[config.mk]
export PLATFORM = sky130hd
export DESIGN_NAME = arm64_pc_relative_relocator
export DESIGN_NICKNAME = d
export VERILOG_FILES = /design/src/rtl/a64rel_pkg.sv /design/src/rtl/arm64_pc_relative_relocator.sv
export SDC_FILE = /design/constraint.sdc
export NUM_CORES = 2
export LEC_CHECK = 0
export BUFFER_PORTS_ARGS = -buffer_cell sky130_fd_sc_hd__buf_4
export CAP_MARGIN = 5
export CORE_UTILIZATION = 62
export CTS_BUF_LIST = sky130_fd_sc_hd__clkbuf_2
export DETAILED_ROUTE_END_ITERATION = 8
export MAX_ROUTING_LAYER = met4
export PLACE_DENSITY = 0.8
export SYNTH_ARGS = -nofsm -noshare
export SYNTH_HDL_FRONTEND = slang
export SYNTH_SLANG_ARGS = --single-unit
export TNS_END_PERCENT = 1
[constraint.sdc]
create_clock -name clk -period 31.3 [get_ports clk]
set_input_delay 4.695 -clock clk [delete_from_list [all_inputs] [get_ports clk]]
set_output_delay 4.695 -clock clk [all_outputs]
set_load 0.05 [all_outputs]
[src/rtl/a64rel_pkg.sv]
// ============================================================================
// a64rel_pkg
// Shared types and constants for the AArch64 PC-relative relocator.
// ============================================================================
package a64rel_pkg;

    localparam int MAX_RUN_DEF = 32;

    localparam int CFG_IDX_W  = 1;
    localparam int CFG_DATA_W = 64;
    localparam int INSN_W     = 32;
    localparam int POS_W      = 5;
    localparam int OUT_DATA_W = 48;
    localparam int IN_DATA_W  = 32;

    localparam logic [CFG_IDX_W-1:0] CFG_ORIG_BASE = 1'b0;
    localparam logic [CFG_IDX_W-1:0] CFG_CAVE_BASE = 1'b1;

    typedef enum logic [2:0] {
        F_OTHER  = 3'd0,
        F_ADR    = 3'd1,
        F_ADRP   = 3'd2,
        F_B      = 3'd3,
        F_BCOND  = 3'd4,
        F_CBZ    = 3'd5,
        F_TBZ    = 3'd6,
        F_LDRLIT = 3'd7
    } form_t;

    typedef enum logic [1:0] {
        ST_OK    = 2'd0,
        ST_RANGE = 2'd1,
        ST_SKIP  = 2'd2,
        ST_LONG  = 2'd3
    } status_t;

    // decode masks and match values
    localparam logic [31:0] ADR_MASK    = 32'h1F00_0000;
    localparam logic [31:0] ADR_MATCH   = 32'h1000_0000;
    localparam logic [31:0] B_MASK      = 32'h7C00_0000;
    localparam logic [31:0] B_MATCH     = 32'h1400_0000;
    localparam logic [31:0] BCOND_MASK  = 32'hFF00_0010;
    localparam logic [31:0] BCOND_MATCH = 32'h5400_0000;
    localparam logic [31:0] CB_MASK     = 32'h7E00_0000;
    localparam logic [31:0] CBZ_MATCH   = 32'h3400_0000;
    localparam logic [31:0] TBZ_MATCH   = 32'h3600_0000;
    localparam logic [31:0] LDR_MASK    = 32'h3B00_0000;
    localparam logic [31:0] LDR_MATCH   = 32'h1800_0000;

    // bits kept when re-encoding
    localparam logic [31:0] KEEP_ADR = 32'h9F00_001F;
    localparam logic [31:0] KEEP_B   = 32'hFC00_0000;
    localparam logic [31:0] KEEP_19  = 32'hFF00_001F;
    localparam logic [31:0] KEEP_TBZ = 32'hFFF8_001F;

    function automatic form_t decode_form(input logic [31:0] insn);
        form_t f;
        f = F_OTHER;
        if ((insn & ADR_MASK) == ADR_MATCH)
            f = insn[31] ? F_ADRP : F_ADR;
        else if ((insn & B_MASK) == B_MATCH)
            f = F_B;
        else if ((insn & BCOND_MASK) == BCOND_MATCH)
            f = F_BCOND;
        else if ((insn & CB_MASK) == CBZ_MATCH)
            f = F_CBZ;
        else if ((insn & CB_MASK) == TBZ_MATCH)
            f = F_TBZ;
        else if ((insn & LDR_MASK) == LDR_MATCH)
            f = F_LDRLIT;
        return f;
    endfunction

endpackage

[src/rtl/arm64_pc_relative_relocator.sv]
// ============================================================================
// arm64_pc_relative_relocator
// Rewrites PC-relative AArch64 instruction words for a move to a new base.
// ============================================================================
//
//  channel   dir  handshake         contents
//  --------  ---  ----------------  -----------------------------------------
//  s_*       in   tvalid/tready     tdata = insn_in, tlast = last_in
//  m_*       out  tvalid/tready     tdata = insn_out/form/status/position,
//                                   tlast = last_out
//  cfg_*     in   cfg_we            index 0 orig_base, index 1 cave_base
//
//  One word per cycle; each word passes the input register, then the result
//  register. The offset add and range check sit between the two. Run state
//  advances when a word moves into the result register. A stall on m_tready
//  holds both stages; s_tready drops only when both are full. Reset clears
//  valids and run state; the base registers reset to zero.
//
module arm64_pc_relative_relocator #(
    parameter int MAX_RUN = a64rel_pkg::MAX_RUN_DEF
) (
    input  logic                               clk,
    input  logic                               rst_n,
    input  logic                               cfg_we,
    input  logic [a64rel_pkg::CFG_IDX_W-1:0]   cfg_index,
    input  logic [a64rel_pkg::CFG_DATA_W-1:0]  cfg_data,
    input  logic                               s_tvalid,
    output logic                               s_tready,
    input  logic [a64rel_pkg::IN_DATA_W-1:0]   s_tdata,   // [31:0] insn_in
    input  logic                               s_tlast,   // last_in
    output logic                               m_tvalid,
    input  logic                               m_tready,
    // [31:0] insn_out, [34:32] form, [36:35] status, [41:37] position, rest 0
    output logic [a64rel_pkg::OUT_DATA_W-1:0]  m_tdata,
    output logic                               m_tlast    // last_out
);
    import a64rel_pkg::*;

    localparam int IDX_W = $clog2(MAX_RUN + 1);

    // configuration and precomputed distances
    logic [63:0] orig_base_reg;
    logic [63:0] cave_base_reg;
    logic [63:0] delta_reg;     // orig_base - cave_base
    logic [51:0] pdelta_reg;    // page number difference

    // input stage
    logic        s1_valid_reg;
    logic [31:0] s1_insn_reg;
    logic        s1_last_reg;

    // run state
    logic [IDX_W-1:0] run_index_reg, run_index_next;
    logic             run_failed_reg, run_failed_next;

    // result stage
    logic        out_valid_reg;
    logic [31:0] out_insn_reg;
    form_t       out_form_reg;
    status_t     out_status_reg;
    logic [4:0]  out_pos_reg;
    logic        out_last_reg;

    logic s1_move;
    logic s_xfer;

    form_t       form;
    status_t     res_status;
    logic [31:0] res_insn;
    logic [4:0]  res_pos;
    logic [5:0]  idx_ext;

    logic [20:0] adr_imm;
    logic [63:0] adr_v;
    logic [12:0] opc_low, cpc_low;
    logic [51:0] adrp_v;
    logic [61:0] br_imm;
    logic [61:0] br_s;
    logic [61:0] br_q;
    logic        fit_ok;
    logic [31:0] enc_insn;

    assign s1_move  = !out_valid_reg || m_tready;
    assign s_tready = !s1_valid_reg || s1_move;
    assign s_xfer   = s_tvalid && s_tready;

    // ---------------------------------------------------------------- config
    always_ff @(posedge clk or negedge rst_n)
    begin
        if (!rst_n)
        begin
            orig_base_reg <= '0;
            cave_base_reg <= '0;
            delta_reg     <= '0;
            pdelta_reg    <= '0;
        end
        else if (cfg_we)
        begin
            if (cfg_index == CFG_ORIG_BASE)
            begin
                orig_base_reg <= cfg_data;
                delta_reg     <= cfg_data - cave_base_reg;
                pdelta_reg    <= cfg_data[63:12] - cave_base_reg[63:12];
            end
            else
            begin
                cave_base_reg <= cfg_data;
                delta_reg     <= orig_base_reg - cfg_data;
                pdelta_reg    <= orig_base_reg[63:12] - cfg_data[63:12];
            end
        end
    end

    // ----------------------------------------------------------- input stage
    always_ff @(posedge clk or negedge rst_n)
    begin
        if (!rst_n)
            s1_valid_reg <= 1'b0;
        else if (s_tready)
            s1_valid_reg <= s_tvalid;
    end

    always_ff @(posedge clk)
    begin
        if (s_xfer)
        begin
            s1_insn_reg <= s_tdata[31:0];
            s1_last_reg <= s_tlast;
        end
    end

    // ---------------------------------------------------------- relocation
    always_comb
    begin
        form    = decode_form(s1_insn_reg);
        idx_ext = 6'(run_index_reg);
        res_pos = idx_ext[5] ? 5'd31 : idx_ext[4:0];

        // ADR: byte distance; ADRP: page distance with page carries of each PC
        adr_imm = {s1_insn_reg[23:5], s1_insn_reg[30:29]};
        adr_v   = delta_reg + {{43{adr_imm[20]}}, adr_imm};
        opc_low = {1'b0, orig_base_reg[11:0]} + 13'({run_index_reg, 2'b00});
        cpc_low = {1'b0, cave_base_reg[11:0]} + 13'({run_index_reg, 2'b00});
        adrp_v  = pdelta_reg + {{31{adr_imm[20]}}, adr_imm}
                + 52'(opc_low[12]) - 52'(cpc_low[12]);

        // scaled forms: word distance, rounded toward zero
        case (form)
            F_B:     br_imm = {{36{s1_insn_reg[25]}}, s1_insn_reg[25:0]};
            F_TBZ:   br_imm = {{48{s1_insn_reg[18]}}, s1_insn_reg[18:5]};
            default: br_imm = {{43{s1_insn_reg[23]}}, s1_insn_reg[23:5]};
        endcase
        br_s = delta_reg[63:2] + br_imm;
        br_q = br_s + 62'(br_s[61] && (delta_reg[1:0] != 2'b00));

        fit_ok   = 1'b1;
        enc_insn = s1_insn_reg;
        case (form)
            F_ADR:
            begin
                fit_ok   = (&adr_v[63:20]) || !(|adr_v[63:20]);
                enc_insn = (s1_insn_reg & KEEP_ADR) | {1'b0, adr_v[1:0], 5'd0,
                           adr_v[20:2], 5'd0};
            end
            F_ADRP:
            begin
                fit_ok   = (&adrp_v[51:20]) || !(|adrp_v[51:20]);
                enc_insn = (s1_insn_reg & KEEP_ADR) | {1'b0, adrp_v[1:0], 5'd0,
                           adrp_v[20:2], 5'd0};
            end
            F_B:
            begin
                fit_ok   = (&br_q[61:25]) || !(|br_q[61:25]);
                enc_insn = (s1_insn_reg & KEEP_B) | {6'd0, br_q[25:0]};
            end
            F_BCOND, F_CBZ, F_LDRLIT:
            begin
                fit_ok   = (&br_q[61:18]) || !(|br_q[61:18]);
                enc_insn = (s1_insn_reg & KEEP_19) | {8'd0, br_q[18:0], 5'd0};
            end
            F_TBZ:
            begin
                fit_ok   = (&br_q[61:13]) || !(|br_q[61:13]);
                enc_insn = (s1_insn_reg & KEEP_TBZ) | {13'd0, br_q[13:0], 5'd0};
            end
            default:
            begin
                fit_ok   = 1'b1;
                enc_insn = s1_insn_reg;
            end
        endcase

        res_insn        = s1_insn_reg;
        res_status      = ST_OK;
        run_failed_next = run_failed_reg;
        if (run_failed_reg)
            res_status = ST_SKIP;
        else if (run_index_reg >= IDX_W'(MAX_RUN))
            res_status = ST_LONG;
        else if (fit_ok)
            res_insn = enc_insn;
        else
        begin
            res_status      = ST_RANGE;
            run_failed_next = 1'b1;
        end

        run_index_next = run_index_reg;
        if (s1_last_reg)
        begin
            run_index_next  = '0;
            run_failed_next = 1'b0;
        end
        else if (run_index_reg < IDX_W'(MAX_RUN))
            run_index_next = run_index_reg + IDX_W'(1);
    end

    // ---------------------------------------------------------- run state
    always_ff @(posedge clk or negedge rst_n)
    begin
        if (!rst_n)
        begin
            run_index_reg  <= '0;
            run_failed_reg <= 1'b0;
        end
        else if (s1_valid_reg && s1_move)
        begin
            run_index_reg  <= run_index_next;
            run_failed_reg <= run_failed_next;
        end
    end

    // ---------------------------------------------------------- result stage
    always_ff @(posedge clk or negedge rst_n)
    begin
        if (!rst_n)
            out_valid_reg <= 1'b0;
        else if (s1_move)
            out_valid_reg <= s1_valid_reg;
    end

    always_ff @(posedge clk)
    begin
        if (s1_valid_reg && s1_move)
        begin
            out_insn_reg   <= res_insn;
            out_form_reg   <= form;
            out_status_reg <= res_status;
            out_pos_reg    <= res_pos;
            out_last_reg   <= s1_last_reg;
        end
    end

    assign m_tvalid = out_valid_reg;
    assign m_tlast  = out_last_reg;
    assign m_tdata  = {6'd0, out_pos_reg, out_status_reg, out_form_reg, out_insn_reg};

    // ---------------------------------------------------------- assertions
    a_fail_sets: assert property (@(posedge clk) disable iff (!rst_n)
        (s1_valid_reg && s1_move && res_status == ST_RANGE && !s1_last_reg)
        |=> run_failed_reg)
        else $error("out-of-range word did not mark the run failed");

    a_last_clears: assert property (@(posedge clk) disable iff (!rst_n)
        (s1_valid_reg && s1_move && s1_last_reg)
        |=> (run_index_reg == '0 && !run_failed_reg))
        else $error("run state not cleared after last word");

    a_idx_bound: assert property (@(posedge clk) disable iff (!rst_n)
        run_index_reg <= IDX_W'(MAX_RUN))
        else $error("run index beyond bound");

    a_passthru: assert property (@(posedge clk) disable iff (!rst_n)
        (s1_valid_reg && s1_move && (form == F_OTHER || res_status != ST_OK))
        |=> (m_tdata[31:0] == $past(s1_insn_reg)))
        else $error("unchanged word was altered");

endmodule
==> impl_results.md <==
- Status: complete, no violations
- Max incr delay on CP: roughly 700 ps
- CTS resizes: 0
- TritonRoute pass-1 iters: 7
- Worst skew pair latency: roughly 1200 ps
- Max-slew violations: 0
- Slowest CP cell: nor4b_4
- Hold Crit Class: reg2reg
- I/O Buffers: roughly 150
- Num CTS Buffers: 90
- Via Count: approximately 42000
- Final Hold Viols: 0
- Sequential power share: about 20%
- Sw Pwr: 1.65 mW
- MaxCap Viol Count: 0
- Internal: roughly 1.4 mW
- Tot GR Track Use: about half
- Worst Setup End Kind: flip-flop
- Gate Count Post-Synth: approximately 5300
- Post-synth EDFFs: 76
- H-tree Lvls: 3
- Synth-to-layout area growth: 5.84%
- Filler Cell Count: between 5000 and 6000
- Post-route ant nets: 0
- Die width: roughly 250 µm
- FP Rows: 91
- Hold_buf cts: 0
- Required @ worst endpoint: approximately 32000 ps
- Worst Tran Pin Value: 1310 ps
- Post-route clock period utilization: between 30% and 40%
- Clock Path Buffers: 3
- Remaining DRCs: 0
- CTS clk-pin slew, worst paths: about 120 ps
- Routability cong.: 1.17
- Asr flop ratio synth: 76.9%
- Final min period: about 12000 ps
- Initial antenna violation count: 5
- Core area: slightly above 60000 µm²
- Sw Share: roughly 55%
- Setup slack, reg-to-reg: between 15000 and 20000 ps
- Nets: a little under 6000
- Vias in the first global route: 39700
- Mapped Avg Cell Area: roughly 7.3 µm²
- Pwr dens: between 70 and 80 nW/µm²
- Relative slew margins: between 10% and 20%
- Critical Path AT: around 13000 ps
- Synth Flop Type: dfrtp_1
- Combinational share of power: about two thirds
- Die H: roughly 250 µm
- Avg Vias per Cell: 6.78
- Multi-input gate area: 27800 µm²
- Worst ir drop on vdd: around 0.053 mV
- Number of synthesized register bits: about 330
- Placed Instances: just over 6000
- Num Clock Sinks: 329
- Detailed Place HPWL: around 130000 µm
- Total power: about 3 mW
- Crit path kind: reg2reg
- TritonCTS clock tree: done
- Most numerous cell on the critical path: nand4_1
- Clock Skews: ~180 ps
- Yosys warns: 0
- Final std cells w/o fill: 6264
- CP Max Fanout: 44
- Post-Syn Area: ~39000 µm²
- Post-synth cell types: between 90 and 100
- Hold_ws: 490 ps
- I/O Pins: ~150
- Die area: approximately 64000 µm²
- TNS Setup: 0 ps
- WL per Instance: between 20 and 30 µm
- Post-CTS setup buffer count: 0
- Global route overflow: 0
- Register Area: around 8600 µm²
- Initial drt markers: ~5600
- Register area share after synthesis: between 20 and 25%
- Unrepaired setup endpoints after global routing: false
- Layout cell share with drive strength beyond 1: between 7 and 8%
- Largest net degree at the start of global routing: 105
- Initial Util: ~63%
- First-pass GRT wire length: 234000 µm
- Clk pwr share: between 10 and 15%
- Setup Viol. Count Final: 0
- Fmax achieved: about 84 MHz
- WL final: between 150000 and 200000 µm
- Startpoint types: flip-flop
- Clock Root Buffer: clkbuf_2
- Leak Pwr: 18.3 nW
cells in the mapped netlist (10+ instances only):
cell / instances / area share (%)
xor2_1: 141 / 3.2
inv_1: 452 / 4.3
nor2b_1: 34 / 0.54
nor4_1: 47 / 0.75
o211ai_1: 73 / 1.4
or4_1: 19 / 0.36
a21oi_1: 583 / 7.5
o21a_1: 42 / 0.81
o21bai_1: 81 / 1.6
o22ai_1: 10 / 0.16
a31o_2: 14 / 0.31
buf_1: 17 / 0.16
nor3b_1: 16 / 0.31
nand4_1: 135 / 2.2
nor3_1: 102 / 1.3
and4_1: 17 / 0.38
ha_1: 369 / 12
xnor2_1: 267 / 6.0
edfxtp_1: 76 / 5.8
nand2_1: 580 / 5.6
clkbuf_1: 237 / 2.3
o21ai_1: 12 / 0.15
or2_2: 26 / 0.42
and2_1: 23 / 0.37
o221ai_1: 19 / 0.43
and3_1: 28 / 0.45
dfrtp_1: 253 / 16
a21o_1: 147 / 2.8
o2111ai_1: 13 / 0.29
mux2i_1: 38 / 0.97
a2111oi_0: 12 / 0.27
or3_1: 30 / 0.48
a21boi_0: 34 / 0.65
o31ai_1: 24 / 0.46
nand2b_1: 47 / 0.75
nand3b_1: 14 / 0.27
nor2_1: 391 / 3.8
a211oi_1: 39 / 0.75
nand3_1: 94 / 1.2
a221oi_1: 13 / 0.29
o21ai_0: 538 / 6.9
a31oi_1: 62 / 0.99
cells in the final DEF (no fill, tap or decap), drive strengths merged, types with 47 or more instances in the layout:
| cell | count |
|---|---|
| a21o | 147 |
| a21oi | 584 |
| a31oi | 62 |
| buf | 176 |
| clkbuf | 134 |
| dfrtp | 253 |
| edfxtp | 76 |
| ha | 369 |
| inv | 457 |
| nand2 | 580 |
| nand2b | 47 |
| nand3 | 95 |
| nand4 | 135 |
| nor2 | 391 |
| nor3 | 103 |
| nor4 | 47 |
| o211ai | 76 |
| o21ai | 550 |
| o21bai | 81 |
| xnor2 | 267 |
| xor2 | 141 |
per-stage QoR:
step | setup WS [ps] | util (%) | area [µm²]
final | 19460 | 66.7 | 41400
after global routing | 18970 | 66.7 | 41400
after CTS | 19850 | 66.7 | 41400
after detailed placement | 19930 | 65.3 | 40500
after global placement | 20290 | 65.3 | 40500
after floorplan | 21030 | - | 39100
metal layers:
| metal | global-route usage [%] | routed length, µm |
|---|---|---|
| met4 | 35.2 | 13500 |
| met2 | 74.9 | 68100 |
| met3 | 12.0 | 18800 |
| met1 | 58.7 | 58500 |
| met5 | - | 0 |
critical path: cells and delay by family, from the launching register on:
kind | cells | cell delay, ps
DFF | 1 | 350
muxes | 2 | 550
and+or+nand+nor | 20 | 6560
AOI/OAI and AO/OA | 9 | 2560
adders and majority gates | 2 | 800
buffers and inverters | 2 | 740
power by group through the flow:
stage,Sequential (mW),Clock (mW),Combinational (mW)
4_1_cts,0.594,0.346,1.96
5_1_grt,0.602,0.367,2.19
3_5_place_dp,0.602,0,1.95
2_1_floorplan,0.574,0,1.40
3_3_place_gp,0.599,0,1.93
6_report,0.602,0.348,2.05
kinds of logic after synthesis:
| kind of cell | after synthesis | synth area share, % |
|---|---|---|
| adders and majority gates | 377 | 12.2 |
| muxes | 57 | 1.57 |
| buffers and inverters | 717 | 6.98 |
| AOI/OAI and AO/OA | 1816 | 28.1 |
| xor gates and xnor gates | 408 | 9.13 |
| and+or+nand+nor | 1637 | 19.9 |
| DFF | 329 | 22.0 |
| other | 1 | 0.00959 |
final timing paths:
check                                  startpoint                end  depth (start not counted)
worst max-delay path              s1_insn_reg[31]    out_insn_reg[8]                         35
worst min-delay path            cave_base_reg[59]  cave_base_reg[59]                          2
worst max register to register    s1_insn_reg[31]    out_insn_reg[8]                         35
worst min register to register  cave_base_reg[59]  cave_base_reg[59]                          2
max in group asynchronous                   rst_n     pdelta_reg[23]                          3
min in group asynchronous                   rst_n   cave_base_reg[9]                          1
cell type report:
cell class / instances / area share (%)
Antenna cell: 9 / 0.0544
Clock buffer: 133 / 1.61
Multi-Input combinational cell: 4301 / 67.2
Tap cell: 837 / 2.53
Timing Repair Buffer: 177 / 3.25
Inverter: 452 / 4.10
Sequential cell: 329 / 20.8
Clock inverter: 26 / 0.447
(Power assumes the default switching activity.)
